===== src/rtl/core/pde_pkg.sv =====
// Shared widths, types and state codes of the pairwise distance engine.
package pde_pkg;

  localparam int unsigned COORD_W = 32;
  localparam int unsigned IDX_W   = 6;
  localparam int unsigned SQ_W    = 2 * COORD_W;
  localparam int unsigned RAD_W   = SQ_W + 2;
  localparam int unsigned ROOT_W  = RAD_W / 2;
  localparam int unsigned REM_W   = ROOT_W + 1;
  localparam int unsigned POINT_W = 3 * COORD_W;

  typedef enum logic [1:0] {
    ST_IDLE,
    ST_ISSUE,
    ST_OVF
  } pde_state_e;

  // Bookkeeping that travels alongside each distance through the pipeline.
  typedef struct packed {
    logic [IDX_W-1:0] row_index;
    logic [IDX_W-1:0] col_index;
    logic             overflow;
    logic             last;
  } pde_tag_t;

endpackage


===== src/rtl/core/pde_isqrt_pipe.sv =====
// Pipelined floored integer square root, one root bit resolved per stage.
module pde_isqrt_pipe (
  input  logic                        clk_i,
  input  logic                        rst_ni,
  input  logic                        en_i,
  input  logic                        valid_i,
  input  pde_pkg::pde_tag_t           tag_i,
  input  logic [pde_pkg::RAD_W-1:0]   radicand_i,
  output logic                        valid_o,
  output pde_pkg::pde_tag_t           tag_o,
  output logic [pde_pkg::ROOT_W-1:0]  root_o
);

  localparam int unsigned NSTG = pde_pkg::ROOT_W;

  logic                        v_q    [NSTG];
  pde_pkg::pde_tag_t           tag_q  [NSTG];
  logic [pde_pkg::RAD_W-1:0]   x_q    [NSTG];
  logic [pde_pkg::REM_W-1:0]   rem_q  [NSTG];
  logic [pde_pkg::ROOT_W-1:0]  root_q [NSTG];

  for (genvar k = 0; k < NSTG; k++) begin : g_stage
    logic                          v_in;
    pde_pkg::pde_tag_t             tag_in;
    logic [pde_pkg::RAD_W-1:0]     x_in;
    logic [pde_pkg::REM_W-1:0]     rem_in;
    logic [pde_pkg::ROOT_W-1:0]    root_in;
    logic [pde_pkg::REM_W+1:0]     r2;
    logic [pde_pkg::REM_W+1:0]     trial;
    logic [pde_pkg::REM_W+1:0]     diff;
    logic                          take;

    if (k == 0) begin : g_head
      assign v_in    = valid_i;
      assign tag_in  = tag_i;
      assign x_in    = radicand_i;
      assign rem_in  = '0;
      assign root_in = '0;
    end else begin : g_body
      assign v_in    = v_q[k-1];
      assign tag_in  = tag_q[k-1];
      assign x_in    = x_q[k-1];
      assign rem_in  = rem_q[k-1];
      assign root_in = root_q[k-1];
    end

    // Bring down the next two radicand bits and try the root bit as one.
    always_comb begin
      r2    = {rem_in, x_in[pde_pkg::RAD_W-1 -: 2]};
      trial = {1'b0, root_in, 2'b01};
      diff  = r2 - trial;
      take  = (r2 >= trial);
    end

    always_ff @(posedge clk_i or negedge rst_ni) begin
      if (!rst_ni) begin
        v_q[k] <= 1'b0;
      end else if (en_i) begin
        v_q[k] <= v_in;
      end
    end

    always_ff @(posedge clk_i) begin
      if (en_i) begin
        tag_q[k]  <= tag_in;
        x_q[k]    <= {x_in[pde_pkg::RAD_W-3:0], 2'b00};
        rem_q[k]  <= take ? diff[pde_pkg::REM_W-1:0] : r2[pde_pkg::REM_W-1:0];
        root_q[k] <= {root_in[pde_pkg::ROOT_W-2:0], take};
      end
    end
  end

  assign valid_o = v_q[NSTG-1];
  assign tag_o   = tag_q[NSTG-1];
  assign root_o  = root_q[NSTG-1];

endmodule


===== config.mk =====
export PLATFORM = sky130hd
export DESIGN_NAME = pde_isqrt_pipe
export DESIGN_NICKNAME = d
export VERILOG_FILES = /design/src/rtl/core/pde_pkg.sv /design/src/rtl/core/pde_isqrt_pipe.sv
export SDC_FILE = /design/constraint.sdc
export NUM_CORES = 2
export LEC_CHECK = 0
export BUFFER_PORTS_ARGS = -buffer_cell sky130_fd_sc_hd__buf_2
export CELL_PAD_IN_SITES_DETAIL_PLACEMENT = 0
export CELL_PAD_IN_SITES_GLOBAL_PLACEMENT = 1
export CORE_UTILIZATION = 45
export DETAILED_ROUTE_END_ITERATION = 6
export PLACE_DENSITY_LB_ADDON = 0.3
export SLEW_MARGIN = 10
export SYNTH_ARGS = -nofsm -noshare
export SYNTH_HDL_FRONTEND = slang
export SYNTH_MEMORY_MAX_BITS = 65536
export SYNTH_SLANG_ARGS = --single-unit
export TNS_END_PERCENT = 30

===== constraint.sdc =====
create_clock -name clk_i -period 7.1 [get_ports clk_i]
set_clock_uncertainty 0.2 [all_clocks]
set_input_delay 0.355 -clock clk_i [delete_from_list [all_inputs] [get_ports clk_i]]
set_output_delay 0.355 -clock clk_i [all_outputs]
set_load 0.01 [all_outputs]

==> run summary <==
================================================================================
Type of the tightest min-delay check                                      in2reg
Clock tree root buffer cell                                            clkbuf_16
Clk network pwr share                                                      0.336
Routed wire length                                                    293,000 um
Drt first-iter violations                                                  5,656
Status                                                              finished, final reports clean
Overflow after GRT                                                             0
Tot GR Track Use                                                           0.186
Crit path largest cell delay                                             0.94 ns
Sum of negative setup slack                                                 0 ns
Post-Route Utilization                                                     0.515
RSZ-0062 raised after global routing                                       false
Async S/R FF share, synth                                                 0.0105
Largest net degree at the start of global routing                            158
Length of the first detailed-routing pass in iterations                        5
Final setup vio count                                                          0
Top cells by instance count after synthesis                         edfxtp_1 (3,116), inv_1 (759), nand2_1 (714)
Fraction of final layout cells with drive strength greater than 1         0.0810
Clock latency on the worst-skew pair                                     0.90 ns
Most frequent cell after synthesis                                      edfxtp_1
Post-route worst setup slack                                             1.93 ns
Residual DRC                                                                   0
Power spent charging and discharging nets                                14.8 mW
Transition time at the pin with the least slew margin                    1.11 ns
Distinct cell type count of the synthesized netlist                          100
Instance count of the mapped netlist                                      10,200
Standard-cell rows                                                           203
Final-report max-slew violation count                                          0
Clock net sink count                                                       3,149
Wire length of the first global-routing pass                          454,000 um
Worst setup path class                                                   reg2reg
Post-DP HPWL                                                          208,000 um
Power per standard cell area                                         333 nW/um^2
Area added between synthesis and finish                                    13.4%
Clock Tree Buf Depth                                                           4
Number of filler cells placed in the layout                               26,000
Residual antenna-violating net count after detailed routing                    0
Cell taking the most area after synthesis                               edfxtp_1
Worst setup slack before clock tree synthesis                            1.89 ns
Post-CTS setup buffer count                                                    0
Initial antenna violation count                                                5
Setup crit end kind                                                    flip-flop
Worst-path clk slew                                                      0.06 ns
Max-slew headroom at the worst pin                                         0.259
Fmax                                                                     193 MHz
Leakage Power                                                            59.8 nW
Part of the total power dissipated in combinational logic                  0.191
Worst vdd rail ir drop                                                  0.187 mV
Highest-delay cell along the critical path                              clkinv_1
Critical path data required time                                         7.54 ns
Crit path time final                                                     5.17 ns
Kind of start point of the critical path                               flip-flop
Internal power of the cells                                              37.9 mW
I/O pin count                                                                132
Final hold violation count                                                     0
Initial Util                                                               0.454
Kind of cell adding the most delay to the critical path             compound AO/OA/AOI/OAI gates
Overall die width                                                         558 um
Cell area after technology mapping                                  139,000 sq um
Floorplan Core Area                                                 307,000 sq um
Floorplan die area                                                  312,000 sq um
Fraction of the yosys area taken by sequential cells                       0.677
Total of max-cap violations                                                    0
Synthesized area divided by synthesized cell count                    13.6 sq um
Flop pwr share                                                             0.472
Flip-flop cell with the highest count after synthesis                   edfxtp_1
Chip Height                                                               558 um
Wire length per cell                                                     19.4 um
YS warnings                                                                    0
Syn Nets                                                                  10,900
Sw Ratio                                                                   0.281
Arrival @ worst endpoint                                                 5.61 ns
Maximum fanout encountered on the critical timing path                        27
Yosys top cell area share                                                  0.672
TritonCTS clock tree                                                        done
RePlAce Congestion                                                         0.880
Count of flip-flops with a built-in enable after synthesis                 3,116
Final worst path period share                                              0.728
Synthesis-stage register bit count                                         3,149
H-Tree Depth                                                                   5
Synth area leaders                                                  edfxtp_1 (67%), ha_1 (5.4%), xnor2_1 (2.8%), xor2_1 (2.7%), a21oi_1 (2.2%)
Buffer and inverter count on the worst path                                    1
Total vias in the final route                                             80,000
Average via count per standard cell                                         5.30
Cell chain of the critical path                                     ha_1, nor2b_1, o21ai_0, a21boi_0, a2111oi_0, o211ai_1, nand3_1, o211a_1, clkinv_1, nand4b_1, xnor2_1
TritonCTS buffer count                                                       342
Nets@finish                                                               11,400
Number of global-route vias before repair                                 80,100
Total of buffers placed on input and output ports                            131
================================================================================
power groups by stage:
stage | sequential, mW | combinational [mW] | clock [mW]
after floorplan | 24.5 | 7.23 | 0
after global placement | 25.3 | 9.91 | 0
after detailed placement | 25.3 | 9.98 | 0
after CTS | 24.9 | 10.1 | 18.3
after global routing | 25.1 | 11.2 | 19.0
final | 24.9 | 10.1 | 17.7
cell type report:
type	count	area [sq um]	area share
clock inverter	224	2440	0.0154
timing repair buffer	355	3050	0.0193
inverter	765	2870	0.0182
sequential	3149	94400	0.597
multi-input combinational	6111	41400	0.262
tap	4100	5130	0.0325
clock buffer	398	8810	0.0557
antenna	3	7.51	0.0000475
per-layer routing:
layer  up-vias  share of wire  global-route usage
li1      39000              -                   -
met1     39000           0.42               0.231
met2      1413           0.51               0.333
met3       523          0.031              0.0197
met4         0          0.037              0.0703
met5         -              0                   0
flip-flops by register name, summed over array words and instances (netlist names):
register	cells
rem_q	1037
valid_o	1
x_q	1056
root_q	561
tag_q	462
g_stage.v_in	32
path summary, 6_finish.rpt:
path | from | endpoint | slack (ns) | cells past startpoint
max | rem_q[0][612] | rem_q[0][677] | 1.93 | 11
max reg2reg | rem_q[0][612] | rem_q[0][677] | 1.93 | 11
max in group asynchronous | rst_ni | g_stage[16].v_in | 6.18 | 4
min | radicand_i[64] | rem_q[0][1] | 0.14 | 3
min reg2reg | x_q[0][557] | x_q[0][623] | 0.19 | 0
min in group asynchronous | rst_ni | valid_o | 0.33 | 4
what timing repair did:
item | 4_1_cts | 5_1_grt
hold endpoints to repair | 209 | 0
hold buffers | 165 | 0
resized for setup | 0 | 0
worst reg2reg max path, delay by kind of cell (launching register included):
family | cells | cell delay, ns
flops | 1 | 0.41
compound gates | 5 | 2.19
fa+ha+maj | 1 | 0.37
xor+xnor | 1 | 0.11
buf+inv | 1 | 0.95
simple gates | 3 | 0.72
cells in the final DEF, fill, tap and decap left out, types with 28 or more instances in the layout:
| master | instances |
|---|---|
| edfxtp_1 | 3116 |
| inv_1 | 759 |
| nand2_1 | 714 |
| a21oi_1 | 620 |
| ha_1 | 596 |
| nor2_1 | 578 |
| o21ai_0 | 552 |
| xnor2_1 | 441 |
| xor2_1 | 433 |
| clkbuf_16 | 343 |
| a21o_1 | 308 |
| nor3_1 | 251 |
| dlygate4sd3_1 | 164 |
| nand3_1 | 144 |
| buf_2 | 130 |
| o21a_1 | 109 |
| nor4_1 | 102 |
| nand4_1 | 99 |
| mux2_2 | 92 |
| nand2b_1 | 90 |
| nor2b_1 | 87 |
| or3_1 | 81 |
| clkinv_1 | 67 |
| o31ai_1 | 62 |
| a211oi_1 | 61 |
| and3_1 | 58 |
| o21bai_1 | 57 |
| clkinv_2 | 57 |
| a31oi_1 | 55 |
| clkbuf_1 | 53 |
| or4_1 | 51 |
| bufinv_16 | 41 |
| and2_1 | 38 |
| buf_4 | 37 |
| o211ai_1 | 35 |
| or2_2 | 34 |
| dfrtp_1 | 33 |
| nand3b_1 | 28 |
metrics by stage:
step	hold WS [ns]	total power, mW	instances	area, sq um
CTS	0.00850	53.3	15100	158000
global placement	0.200	35.2	14300	145000
finish	0.142	52.7	15100	158000
detailed placement	0.205	35.3	14300	145000
floorplan	-0.141	31.7	10200	139000
global route	0.0926	55.3	15100	158000
kinds of logic (layout without fill, tap and decap cells):
kind of cell,count (synthesis),count (layout),synth area share
flops,3149,3149,0.677
simple gates,2454,2454,0.0864
compound gates,2084,2084,0.0932
buf+inv,963,1742,0.0263
xor+xnor,874,874,0.0549
fa+ha+maj,596,596,0.0535
mux,102,102,0.00819
other cells,1,4,0.0000269
No activity file was read; power rests on OpenSTA's default activity.
